## src/rtl/dbcs_pkg.sv

```systemverilog
// dbcs_pkg: shared types, widths and codes for the depth box centroid steer block
// no dependencies
`timescale 1ns / 1ps
`default_nettype none
package dbcs_pkg;
	localparam int MaxColumns = 1024;
	localparam int MaxRows    = 1024;
	localparam int ColW = $clog2(MaxColumns);
	localparam int RowW = $clog2(MaxRows);

	localparam logic [1:0] CMD_PIXEL   = 2'd0;
	localparam logic [1:0] CMD_COL_SIN = 2'd1;
	localparam logic [1:0] CMD_ROW_SIN = 2'd2;

	localparam logic [1:0] ACT_FEW    = 2'd0;
	localparam logic [1:0] ACT_INVITE = 2'd1;
	localparam logic [1:0] ACT_FAR    = 2'd2;
	localparam logic [1:0] ACT_TURN   = 2'd3;

	localparam logic [2:0] REG_MIN_X = 3'd0;
	localparam logic [2:0] REG_MAX_X = 3'd1;
	localparam logic [2:0] REG_MIN_Y = 3'd2;
	localparam logic [2:0] REG_MAX_Y = 3'd3;
	localparam logic [2:0] REG_NEAR  = 3'd4;
	localparam logic [2:0] REG_FAR   = 3'd5;
	localparam logic [2:0] REG_MINPT = 3'd6;
	localparam logic [2:0] REG_GAIN  = 3'd7;

	typedef struct packed {
		logic signed [12:0] min_x;
		logic signed [12:0] max_x;
		logic signed [12:0] min_y;
		logic signed [12:0] max_y;
		logic [15:0]        near_lim;
		logic [15:0]        far_lim;
		logic [19:0]        min_pts;
		logic [7:0]         gain;
	} cfg_t;

	// controller to datapath
	typedef struct packed {
		logic pix_go;     // pixel accepted, start projection
		logic frame_end;  // pixel of this go closes the frame
		logic div_start;  // start mean division
		logic div_step;   // one quotient bit
		logic decide;     // compute decision and load output
	} dp_cmd_t;

	// datapath to controller
	typedef struct packed {
		logic acc_done;   // last pixel folded into accumulators
		logic div_last;   // final quotient bit this cycle
	} dp_sts_t;

	typedef struct packed {
		logic [1:0]         action;
		logic signed [15:0] rate;
		logic [15:0]        nearest;
		logic signed [12:0] mean;
		logic [19:0]        points;
		logic               waiting;
	} result_t;
endpackage
`default_nettype wire

```

## src/rtl/dbcs_ctrl.sv

```systemverilog
// dbcs_ctrl: sequencer for pixel intake, frame-end division and result handoff
// depends on dbcs_pkg
`timescale 1ns / 1ps
`default_nettype none
module dbcs_ctrl import dbcs_pkg::*; (
	input  wire logic    clk,
	input  wire logic    arst_n,
	input  wire logic    in_fire,
	input  wire logic [1:0] cmd,
	input  wire logic    frame_last,
	input  wire logic    out_ready,
	input  wire dp_sts_t sts,
	output dp_cmd_t      dcmd,
	output logic         in_ready,
	output logic         out_valid
);
	typedef enum logic [2:0] {ST_RUN, ST_DRAIN, ST_DIV, ST_DECIDE, ST_OUT} state_t;
	state_t state_q;

	wire pix = in_fire && cmd == CMD_PIXEL;
	always_comb begin
		dcmd = '0;
		dcmd.pix_go = pix;
		dcmd.frame_end = frame_last;
		dcmd.div_start = (state_q == ST_DRAIN) && sts.acc_done;
		dcmd.div_step = state_q == ST_DIV;
		dcmd.decide = state_q == ST_DECIDE;
	end
	assign in_ready = (state_q == ST_RUN) || (state_q == ST_OUT && out_ready);

	always_ff @(posedge clk or negedge arst_n) begin
		if (!arst_n) begin
			state_q <= ST_RUN; out_valid <= 1'b0;
		end else begin
			case (state_q)
				ST_RUN: if (pix && frame_last) state_q <= ST_DRAIN;
				ST_DRAIN: if (sts.acc_done) state_q <= ST_DIV;
				ST_DIV: if (sts.div_last) state_q <= ST_DECIDE;
				ST_DECIDE: begin
					state_q <= ST_OUT; out_valid <= 1'b1;
				end
				ST_OUT: if (out_ready) begin
					out_valid <= 1'b0;
					state_q <= (pix && frame_last) ? ST_DRAIN : ST_RUN;
				end
				default: state_q <= ST_RUN;
			endcase
		end
	end
endmodule
`default_nettype wire

```

## config.mk

```make
export PLATFORM = sky130hd
export DESIGN_NAME = dbcs_ctrl
export DESIGN_NICKNAME = d
export VERILOG_FILES = /design/src/rtl/dbcs_pkg.sv /design/src/rtl/dbcs_ctrl.sv
export SDC_FILE = /design/constraint.sdc
export NUM_CORES = 1
export LEC_CHECK = 0
export BUFFER_PORTS_ARGS = -buffer_cell sky130_fd_sc_hd__buf_4
export CORE_AREA = 5 5 42 44
export DETAILED_ROUTE_END_ITERATION = 12
export DIE_AREA = 0 0 47 49
export HOLD_SLACK_MARGIN = 0.1
export PLACE_DENSITY_LB_ADDON = 0.08
export SKIP_LAST_GASP = 1
export SLEW_MARGIN = 25
export SYNTH_ARGS = -nofsm -noshare
export SYNTH_HDL_FRONTEND = slang
export SYNTH_SLANG_ARGS = --single-unit
```

## constraint.sdc

```tcl
create_clock -name clk -period 1.2 [get_ports clk]
set_clock_uncertainty 0.15 [all_clocks]
set_input_delay 0.24 -clock clk [delete_from_list [all_inputs] [get_ports clk]]
set_output_delay 0.24 -clock clk [all_outputs]
set_load 0.005 [all_outputs]
```

# == Yosys cells after proc, flatten, opt, wreduce, memory -nomap -nowiden ==
# Index checks and enable logic that the tools add are counted.
# Widths: inputs -> output; s select.
# classes
n_reduce_logical,10
eq_ne,8
n_mux,8
# ops
cell,count
$pmux 3 s5,1
$mux 3,4
$eq 3x2->1 const B,2
$ne 2x2->1 const B,3
$logic_and 1x1->1,4
$reduce_and 4->1,1
$eq 3x1->1 const B,1
$eq 3x3->1 const B,1
$logic_not 3->1,1
$logic_not 2->1,1
$mux 1,2
$ne 2x1->1 const B,1
$pmux 1 s2,1
$reduce_and 2->1,1
$reduce_bool 2->1,1
$logic_or 1x1->1,1
# word_totals
output_inout_bits,7
in_bits,9
wordCells,28
reg_bits,4

# == Depth between registers and ports, before layout ==
# Gate-level depths: netlist of run 1.
# logic_depth
depth_word,6
depth_mapped,4
mapped_depth_nobuf,3

# == Least setup slack after synthesis of run 1 ==
# No wires, ideal clock.
# synth_path
path_type,register to output
from,register state_q[1]
to,output port in_ready
slack_ps,48
path_buffers,0
path_stages_with_launch,3
required_time_ps,810
arrival_ps,762
cell_sequence,dfrtp_1 -> nor2_1 -> and2_2
# synth_between
elab_chain_len,3
elab_cells_between_ends,4
cone_classes,eq/ne (1); reduce/logical (3)
# synth_lines
item,line,source
from (decl),dbcs_ctrl.sv:18,state_t state_q;
from (signal assigned),dbcs_ctrl.sv:44,state_q <= (pix && frame_last) ? ST_DRAIN : ST_RUN;
$eq 3x3->1,dbcs_ctrl.sv:29,assign in_ready = (state_q == ST_RUN) || (state_q == ST_OUT && out_ready);
$logic_and 1x1->1,dbcs_ctrl.sv:29,
$logic_or 1x1->1 *,dbcs_ctrl.sv:29,
to (decl),dbcs_ctrl.sv:14,"output logic in_ready,"
# Every way passes the cells marked *; elsewhere a longest branch is shown, timed or not.

==> metrics.cfg, run 1 <==
[placed_design]
finalWeightedCongestion=0.731
dpl_cell_area_um2=412
port_buffers=15
post-place-cells=62
dpl.hpwl_um=625

[clock_tree]
cts_root_buf=clkbuf_4
cts_buffers=3
htree_levels=1
cts_buffer_depth=2
tritoncts=built
clock_sinks=4
clk_latency_ns=0.23
clk_pin_slew_ns=0.04

[detailed_routing]
drcViolationCount=0
drt_first_pass_iters=2
avgViaCountPerCell=4.45
num_vias=298
routed_wl_um=783
first_iter_violations=1
antenna_left=0
wire_per_inst_um=11.7

[floorplan]
die_x_um=47
ios=16
rows=14
fp.coreArea_um2=1400
start_util=0.176
die-height_um=49
die_area_um2=2300

[global_route]
grt_antenna_before_repair=0
first_global_vias=290
grt_overflow=0
grt_max_degree=8
grt.total_usage=0.0783
grt_pass1_wl_um=1250

[critical_path]
r2r_end=out_valid$_DFFE_PN0P_
arrival_ns=1.07
cp_max_fo=6
worstSetupStartpointType=flop
crit_path_end_kind=output port
r2r_slack_ns=0.03
r2r-start=state_q[2]$_DFFE_PN0P_
slowest_delay_ns=0.44
cpMaxStageDelayCell=dfrtp_2
cp.required_ns=0.81
crit_chain=nand3b_1 > nor2_1 > buf_4
ff2ff_path_depth=3
path_class=flop to output port

[sta]
worstMarginPinSlew_ns=0.209
finalCritPeriodShare=1.22
finalHoldViolCount=0
maxSlewViolCount=0
slew_headroom=0.860
finalSetupViolCount=4
fin_ws_ns=-0.264
fmax_ghz=0.683
fin_crit_ns=1.46
rsz0062_at_grt=yes

[finish]
diodes=0
fin_nets=62
drive_gt1_frac=0.706
area_growth_pct=94.4
final_area_um2=479
final_cell_count_no_fill=67

[synth]
avgSynthCellArea_um2=9.13
syn_nets=36
yosysWarnings=0
synth-seq-area-share=0.406
syn_inst=27
synth-seq-cells=4
syn_area_um2=246
ys_types=19

[min_path]
whs_path_depth=3
hold_class=primary input to flop
hp-start=frame_last
hold_path_end=state_q[0]$_DFFE_PN0P_

[flow_run]
drv_cap=0

[pwr]
p_leak_nw=0.226
peakVddDrop_mv=0.847
p_per_area_nw_per_um2=2010

[status]
run_status=finished, violations left
violations=setup timing

-- layer usage --
| metal | up-vias | global-route usage | routed length (µm) |
|---|---|---|---|
| li1 | 142 | - | - |
| met1 | 142 | 0.0973 | 313 |
| met2 | 12 | 0.104 | 391 |
| met3 | 2 | 0.0554 | 64 |
| met4 | 0 | 0.0276 | 12 |
| met5 | - | 0 | 0 |
-- where the power goes --
part	internal, W	switching [W]
sequential	0.000198	0.0000906
combinational	0.000330	0.000182
clock	0.000112	0.0000519
total	0.000640	0.000324
-- worst max-delay path by stage --
stage                            from       end  slack (ns)
2_1_floorplan  state_q[1]$_DFFE_PN0P_  in_ready        0.05
3_3_place_gp   state_q[0]$_DFFE_PN0P_   dcmd[0]       -0.06
3_5_place_dp   state_q[0]$_DFFE_PN0P_   dcmd[0]       -0.06
4_1_cts        state_q[1]$_DFFE_PN0P_  in_ready       -0.27
5_1_grt        state_q[0]$_DFFE_PN0P_   dcmd[0]       -0.33
6_report       state_q[1]$_DFFE_PN0P_   dcmd[2]       -0.26
-- cells by family (layout without fill, tap and decap cells) --
family | Yosys count | after routing | share of synthesized area
buf+inv | 5 | 29 | 0.112
flops | 4 | 4 | 0.406
compound gates | 6 | 6 | 0.157
simple gates | 12 | 12 | 0.325
-- area by class of cell --
class	instances	area, µm²
fill	153	922
timing repair buffer	24	183
multi-input combinational	18	143
sequential	4	104
clock buffer	3	22.5
tap	16	20.0
inverter	2	7.51
-- worst max-delay path, delay by kind of cell (launching register included) --
| kind | cells | cell delay (ns) |
|---|---|---|
| flops | 1 | 0.44 |
| simple gates | 2 | 0.29 |
| buf+inv | 1 | 0.11 |
-- placed cells by master (no fill, tap or decap), types with 2 or more instances in the layout --
cell type  instances
dfrtp_2            3
buf_4             23
nor3b_2            2
clkbuf_4           3
-- stage by stage --
stage / setup slack (ns) / hold WS (ns) / power (W) / utilization / setup TNS, ns
after floorplan: 0.0476 / -0.206 / 0.000440 / - / 0
after global routing: -0.334 / 0.151 / 0.00105 / 0.342 / -1.33
after global placement: -0.0643 / -0.112 / 0.000723 / 0.294 / -0.103
final: -0.264 / 0.142 / 0.000965 / 0.342 / -0.926
after detailed placement: -0.0612 / -0.111 / 0.000722 / 0.294 / -0.132
after CTS: -0.270 / 0.141 / 0.000913 / 0.324 / -1.07
-- sequential cells by signal, indices dropped and copies added, names as in the netlist --
signal,cells
state_q,3
out_valid,1
-- cell usage after synthesis --
cell | count | area (µm²)
a31o_1 | 1 | 8.76
a311oi_1 | 1 | 8.76
nor3b_1 | 3 | 22.5
inv_2 | 1 | 3.75
and2_2 | 1 | 7.51
nor2b_1 | 1 | 6.26
nand3b_1 | 1 | 7.51
nand4_1 | 1 | 6.26
inv_1 | 1 | 3.75
dfrtp_1 | 4 | 100
a21oi_1 | 2 | 10.0
nand2_1 | 1 | 3.75
buf_4 | 2 | 15.0
o21ai_1 | 1 | 5.00
nor2_1 | 2 | 7.51
nor3b_2 | 1 | 12.5
nand2b_1 | 1 | 6.26
a31oi_1 | 1 | 6.26
buf_2 | 1 | 5.00
-- what timing repair did --
item	4_1_cts	5_1_grt
hold buffers	1	0
setup endpoints to repair	4	8
gates resized for setup	2	7
pin swaps	0	2
endpoints found under the hold margin	4	0
buffers inserted	1	1
Note: power is estimated with default switching activity, not from simulation.
==> inputs of run 2 (changes only) <==
- SKIP_CTS_REPAIR_TIMING: not set -> 1
- clock period: 1.2 -> 1.7 ns (I/O delays scaled with it)
==> run 2 against run 1 <==
The run now ends clean. Clock power decreased by 29%. Utilization down 5.6 points. Global-route usage decreased by 0.71 points. First-iteration DRC count rose by 100%. Die area stayed put. Final cell count is 10% lower.
==> metrics.cfg, run 2 (synthesis gave the netlist of run 1 again) <==
[flow_run]
drv_cap=0  ; unchanged

[critical_path]
arrival_ns=1.11  ; was 1.07 ns
crit_path_end_kind=output port  ; unchanged
worstSetupStartpointType=flop  ; unchanged
ff2ff_path_depth=3  ; unchanged
cp.required_ns=1.21  ; was 0.81 ns
cp_max_fo=6  ; unchanged
path_class=flop to output port  ; unchanged

[finish]
final_cell_count_no_fill=60  ; was 67
fin_nets=55  ; was 62
drive_gt1_frac=0.523  ; was 0.706
area_growth_pct=62.4  ; was 94.4%
final_area_um2=400  ; was 479 µm²
layout.cells.most_common=buf_4  ; unchanged
top_regs=state_q x3, out_valid x1  ; unchanged
diodes=0  ; unchanged
regMostFlops=state_q  ; unchanged
final_cell_mix=16 x buf_4, 3 x nor3b_1, 3 x clkbuf_4, 3 x dfrtp_1  ; was 23 x buf_4, 3 x clkbuf_4, 3 x dfrtp_2
largest_reg_flops=3  ; unchanged
fillCellCount=174  ; was 153

[global_route]
grt_overflow=0  ; unchanged
first_global_vias=283  ; was 290
grt_antenna_before_repair=0  ; unchanged
grt_pass1_wl_um=1180  ; was 1250 µm
grt.total_usage=0.0713  ; was 0.0783
grt_max_degree=10  ; was 8

[pwr]
peakVddDrop_mv=0.570  ; was 0.847 mV
p_per_area_nw_per_um2=1430  ; was 2010 nW/µm²
p_leak_nw=0.185  ; was 0.226 nW

[sta]
fin_crit_ns=1.60
finalHoldViolCount=0  ; unchanged
finalSetupViolCount=0  ; was 4
fin_tns_setup_ns=0  ; was -0.926 ns
slew_headroom=0.831  ; was 0.860
worstMarginPinSlew_ns=0.252  ; was 0.209 ns
rsz0062_at_grt=no  ; was yes
hold_slack_ns=0.170  ; was 0.142 ns
fmax_ghz=0.626
maxSlewViolCount=0  ; unchanged
finalCritPeriodShare=0.939

[floorplan]
die_area_um2=2300  ; unchanged
fp.coreArea_um2=1400  ; unchanged
start_util=0.176  ; unchanged
rows=14  ; unchanged
die_x_um=47  ; unchanged
die-height_um=49  ; unchanged
ios=16  ; unchanged

[clock_tree]
tritoncts=built  ; unchanged
htree_levels=1  ; unchanged
clk_latency_ns=0.23  ; about the same
cts_buffers=3  ; unchanged
cts_root_buf=clkbuf_4  ; unchanged
clk_pin_slew_ns=0.04  ; about the same
clock_sinks=4  ; unchanged
cts_buffer_depth=2  ; unchanged

[detailed_routing]
num_vias=253  ; was 298
first_iter_violations=2  ; was 1
drcViolationCount=0  ; unchanged
wire_per_inst_um=11.9  ; was 11.7 µm
antenna_left=0  ; unchanged
avgViaCountPerCell=4.22  ; was 4.45
routed_wl_um=712  ; was 783 µm
drt_first_pass_iters=4  ; was 2

[placed_design]
finalWeightedCongestion=0.729  ; was 0.731
dpl.hpwl_um=577  ; was 625 µm
dpl_cell_area_um2=367  ; was 412 µm²
port_buffers=15  ; unchanged
post-place-cells=56  ; was 62

[min_path]
hold_class=primary input to flop  ; unchanged
whs_path_depth=2  ; was 3

[status]
run_status=complete, no violations  ; was finished, violations left

run 2: cell types whose count changed in the layout (fill, tap and decap cells not counted), moves of 2 or more:
cell,previous run,this run
dfrtp_1,1,3
buf_4,23,16
nor3b_1,1,3
dfrtp_2,3,1
run 2: worst max-delay path: stages, from the launching register on:
cell and delay [ns]:
dfrtp_1 0.44, inv_2 0.08, nor3b_2 0.21, buf_4 0.14
run 2: final timing paths:
check                                       start                     end  slack, ns
hold reg to reg            state_q[2]$_DFFE_PN0P_  state_q[1]$_DFFE_PN0P_       0.40
min in group asynchronous                  arst_n  state_q[0]$_DFFE_PN0P_       0.28
max in group asynchronous                  arst_n  state_q[2]$_DFFE_PN0P_       1.00
setup reg to reg           state_q[1]$_DFFE_PN0P_   out_valid$_DFFE_PN0P_       0.50
setup / recovery           state_q[0]$_DFFE_PN0P_                 dcmd[0]       0.10
hold / removal                          out_ready   out_valid$_DFFE_PN0P_       0.17
run 2: final cells by class:
class / instances / area [µm²] / share of cell area
well taps: 16 / 20.0 / 0.0500
repair buffers: 17 / 130 / 0.325
flip-flops and latches: 4 / 101 / 0.253
clock buffers: 3 / 22.5 / 0.0562
multi-input cells: 18 / 119 / 0.297
inverters: 2 / 7.51 / 0.0188
run 2: where the power goes:
part	internal (W)	leakage, nW	switching (W)	total (W)
combinational	0.000157	0.122	0.000102	0.000260
sequential	0.000136	0.0497	0.0000622	0.000198
clock	0.0000789	0.0138	0.0000375	0.000116
total	0.000372	0.185	0.000202	0.000574
run 2: metrics by stage:
stage	power [W]	utilization	setup slack, ns
2_1_floorplan	0.000311	-	0.448
3_3_place_gp	0.000453	0.262	0.301
3_5_place_dp	0.000461	0.262	0.281
4_1_cts	0.000581	0.278	0.0267
5_1_grt	0.000619	0.286	0.0374
6_report	0.000574	0.286	0.103
run 2: layer usage:
layer	track usage	wire, µm	vias up
met5	0	0	-
met4	0.0599	17	0
met3	0.0443	67	2
met2	0.0905	335	11
met1	0.0796	292	111
li1	-	-	129
==> inputs of run 3 (changes only) <==
- CELL_PAD_IN_SITES_DETAIL_PLACEMENT: not set -> 0
- CELL_PAD_IN_SITES_GLOBAL_PLACEMENT: not set -> 2
- CORE_AREA: 5 5 42 44 -> 8 8 45 47
- DIE_AREA: 0 0 47 49 -> 0 0 53 55
==> run 3 against run 2 <==
Total power fell by 0.51%. Sequential share of layout area rose by 0.23 points. Critical path type unchanged. Register-to-register slack improved by 0.02 ns. Highest routed layer unchanged. Final cell count did not move. Count of clock-buffer cells in the layout did not move. Wire length rose by 3.2%. Via count fell by 1.2%. Worst hold slack improved by 0.0049 ns. Die area rose by 27%.
==> metrics.cfg, run 3 (synthesis gave the netlist of run 1 again) <==
[critical_path]
r2r-start=state_q[0]$_DFFE_PN0P_  ; was state_q[1]$_DFFE_PN0P_
path_class=flop to output port  ; unchanged
cp_num_buf_inv=2  ; unchanged
cp-endpoint=dcmd[0]  ; unchanged
crit_cells=3  ; unchanged
r2r_slack_ns=0.52  ; was 0.50 ns
ff2ff_path_depth=3  ; unchanged
critical_path.top_delay_family=flip-flops  ; unchanged
startpoint=state_q[0]$_DFFE_PN0P_  ; unchanged
r2r_end=out_valid$_DFFE_PN0P_  ; unchanged
cp.required_ns=1.21  ; about the same
cpMaxStageDelayCell=dfrtp_1  ; unchanged
cp_max_fo=6  ; unchanged
arrival_ns=1.12  ; was 1.11 ns
crit_chain=inv_2 > nor3b_2 > buf_4  ; unchanged
slowest_delay_ns=0.44  ; about the same
worstSetupStartpointType=flop  ; unchanged
crit_path_end_kind=output port  ; unchanged

[clock_tree]
tritoncts=built  ; unchanged
htree_levels=1  ; unchanged
cts_buffers=3  ; unchanged
clk_latency_ns=0.23  ; about the same
clock_sinks=4  ; unchanged
cts_buffer_depth=2  ; unchanged
cts_root_buf=clkbuf_4  ; unchanged
clk_pin_slew_ns=0.04  ; about the same

[sta]
fmax_ghz=0.623  ; was 0.626 GHz
worstMarginPinSlew_ns=0.272  ; was 0.252 ns
finalSetupViolCount=0  ; unchanged
finalCritPeriodShare=0.945  ; was 0.939
finalHoldViolCount=0  ; unchanged
maxSlewViolCount=0  ; unchanged
fin_tns_setup_ns=0  ; unchanged
fin_crit_ns=1.61  ; was 1.60 ns
slew_headroom=0.818  ; was 0.831
rsz0062_at_grt=no  ; unchanged

[finish]
regMostFlops=state_q  ; unchanged
top_regs=state_q x3, out_valid x1  ; unchanged
area_growth_pct=62.9  ; was 62.4%
diodes=0  ; unchanged
final_cell_mix=16 x buf_4, 3 x nor3b_1, 3 x clkbuf_4  ; was 16 x buf_4, 3 x nor3b_1, 3 x clkbuf_4, 3 x dfrtp_1
layout.cells.most_common=buf_4  ; unchanged
largest_reg_flops=3  ; unchanged
drive_gt1_frac=0.545  ; was 0.523
seqCellArea_um2=103  ; was 101 µm²
fillCellCount=155  ; was 174
fin_nets=55  ; unchanged
multi_input_area_um2=119  ; unchanged

[floorplan]
die_x_um=53  ; was 47 µm
ios=16  ; unchanged
fp.coreArea_um2=1380  ; was 1400 µm²
start_util=0.178  ; was 0.176
rows=14  ; unchanged
die_area_um2=2920  ; was 2300 µm²
die-height_um=55  ; was 49 µm

[detailed_routing]
first_iter_violations=4  ; was 2
drt_first_pass_iters=3  ; was 4
routed_wl_um=735  ; was 712 µm
antenna_left=0  ; unchanged
drcViolationCount=0  ; unchanged
num_vias=250  ; was 253
wire_per_inst_um=12.3  ; was 11.9 µm
avgViaCountPerCell=4.17  ; was 4.22

[global_route]
grt_pass1_wl_um=1110  ; was 1180 µm
grt_antenna_before_repair=0  ; unchanged
grt.total_usage=0.0564  ; was 0.0713
grt_overflow=0  ; unchanged
use_met1=0.0627  ; was 0.0796
use_met2=0.0684  ; was 0.0905
first_global_vias=285  ; was 283
grt_max_degree=10  ; unchanged
grt_use_met3=0.0160  ; was 0.0443
grt-busiest-layer=met4  ; was met2

[pwr]
p_per_area_nw_per_um2=1420  ; was 1430 nW/µm²
total_power_w=0.000572  ; was 0.000574 W
p_leak_nw=0.184  ; was 0.185 nW
peakVddDrop_mv=0.362  ; was 0.570 mV

[placed_design]
dpl.hpwl_um=614  ; was 577 µm
finalWeightedCongestion=0.647  ; was 0.729
port_buffers=15  ; unchanged

[min_path]
hold_class=primary input to flop  ; unchanged

[flow_run]
drv_cap=0  ; unchanged

[status]
run_status=complete, no violations  ; unchanged

==> run 3: cell counts in the layout (fill, tap and decap cells not counted) <==
Identical to the previous run, type by type.
==> run 3: layout make-up <==
cell class,count,share of cell area
tap,16,0.0498
sequential,4,0.255
inverter,2,0.0187
timing repair buffer,17,0.324
clock buffer,3,0.0561
multi-input combinational,18,0.296
==> run 3: how the worst min path moves through the flow <==
stage	from	end	slack [ns]	cells after the start
finish	out_ready	out_valid$_DFFE_PN0P_	0.17	2
global route	out_ready	out_valid$_DFFE_PN0P_	0.18	2
CTS	arst_n	state_q[0]$_DFFE_PN0P_	-0.26	1
detailed placement	arst_n	state_q[2]$_DFFE_PN0P_	-0.01	1
global placement	arst_n	state_q[1]$_DFFE_PN0P_	-0.02	1
floorplan	arst_n	out_valid$_DFFE_PN0P_	-0.11	0
==> run 3: worst register-to-register path, stage by stage (launching register included) <==
cell and delay [ns]:
dfrtp_1 0.44, nor2_1 0.08, buf_4 0.14, a311oi_1 0.27
==> run 3: metrics by stage <==
| step | setup WS (ns) | utilization | instance area (µm²) | hold slack, ns | instances |
|---|---|---|---|---|---|
| global route | 0.0117 | 0.290 | 402 | 0.179 | 60 |
| detailed placement | 0.290 | 0.265 | 367 | -0.0108 | 56 |
| finish | 0.0939 | 0.290 | 402 | 0.174 | 60 |
| floorplan | 0.448 | - | 246 | -0.106 | 27 |
| global placement | 0.305 | 0.265 | 367 | -0.0156 | 56 |
| CTS | 0.0343 | 0.281 | 389 | -0.261 | 59 |
==> run 3: per-layer routing <==
layer / vias to the layer above / routed length, µm
li1: 128 / -
met1: 106 / 343
met2: 14 / 311
met3: 2 / 60
met4: 0 / 19
met5: - / 0
==> run 3: power breakdown <==
group          leakage, nW  total, W  internal, W  switching [W]
clock               0.0138  0.000116    0.0000788      0.0000369
sequential          0.0484  0.000201     0.000138      0.0000632
combinational        0.122  0.000255     0.000157      0.0000975
total                0.184  0.000572     0.000374       0.000198
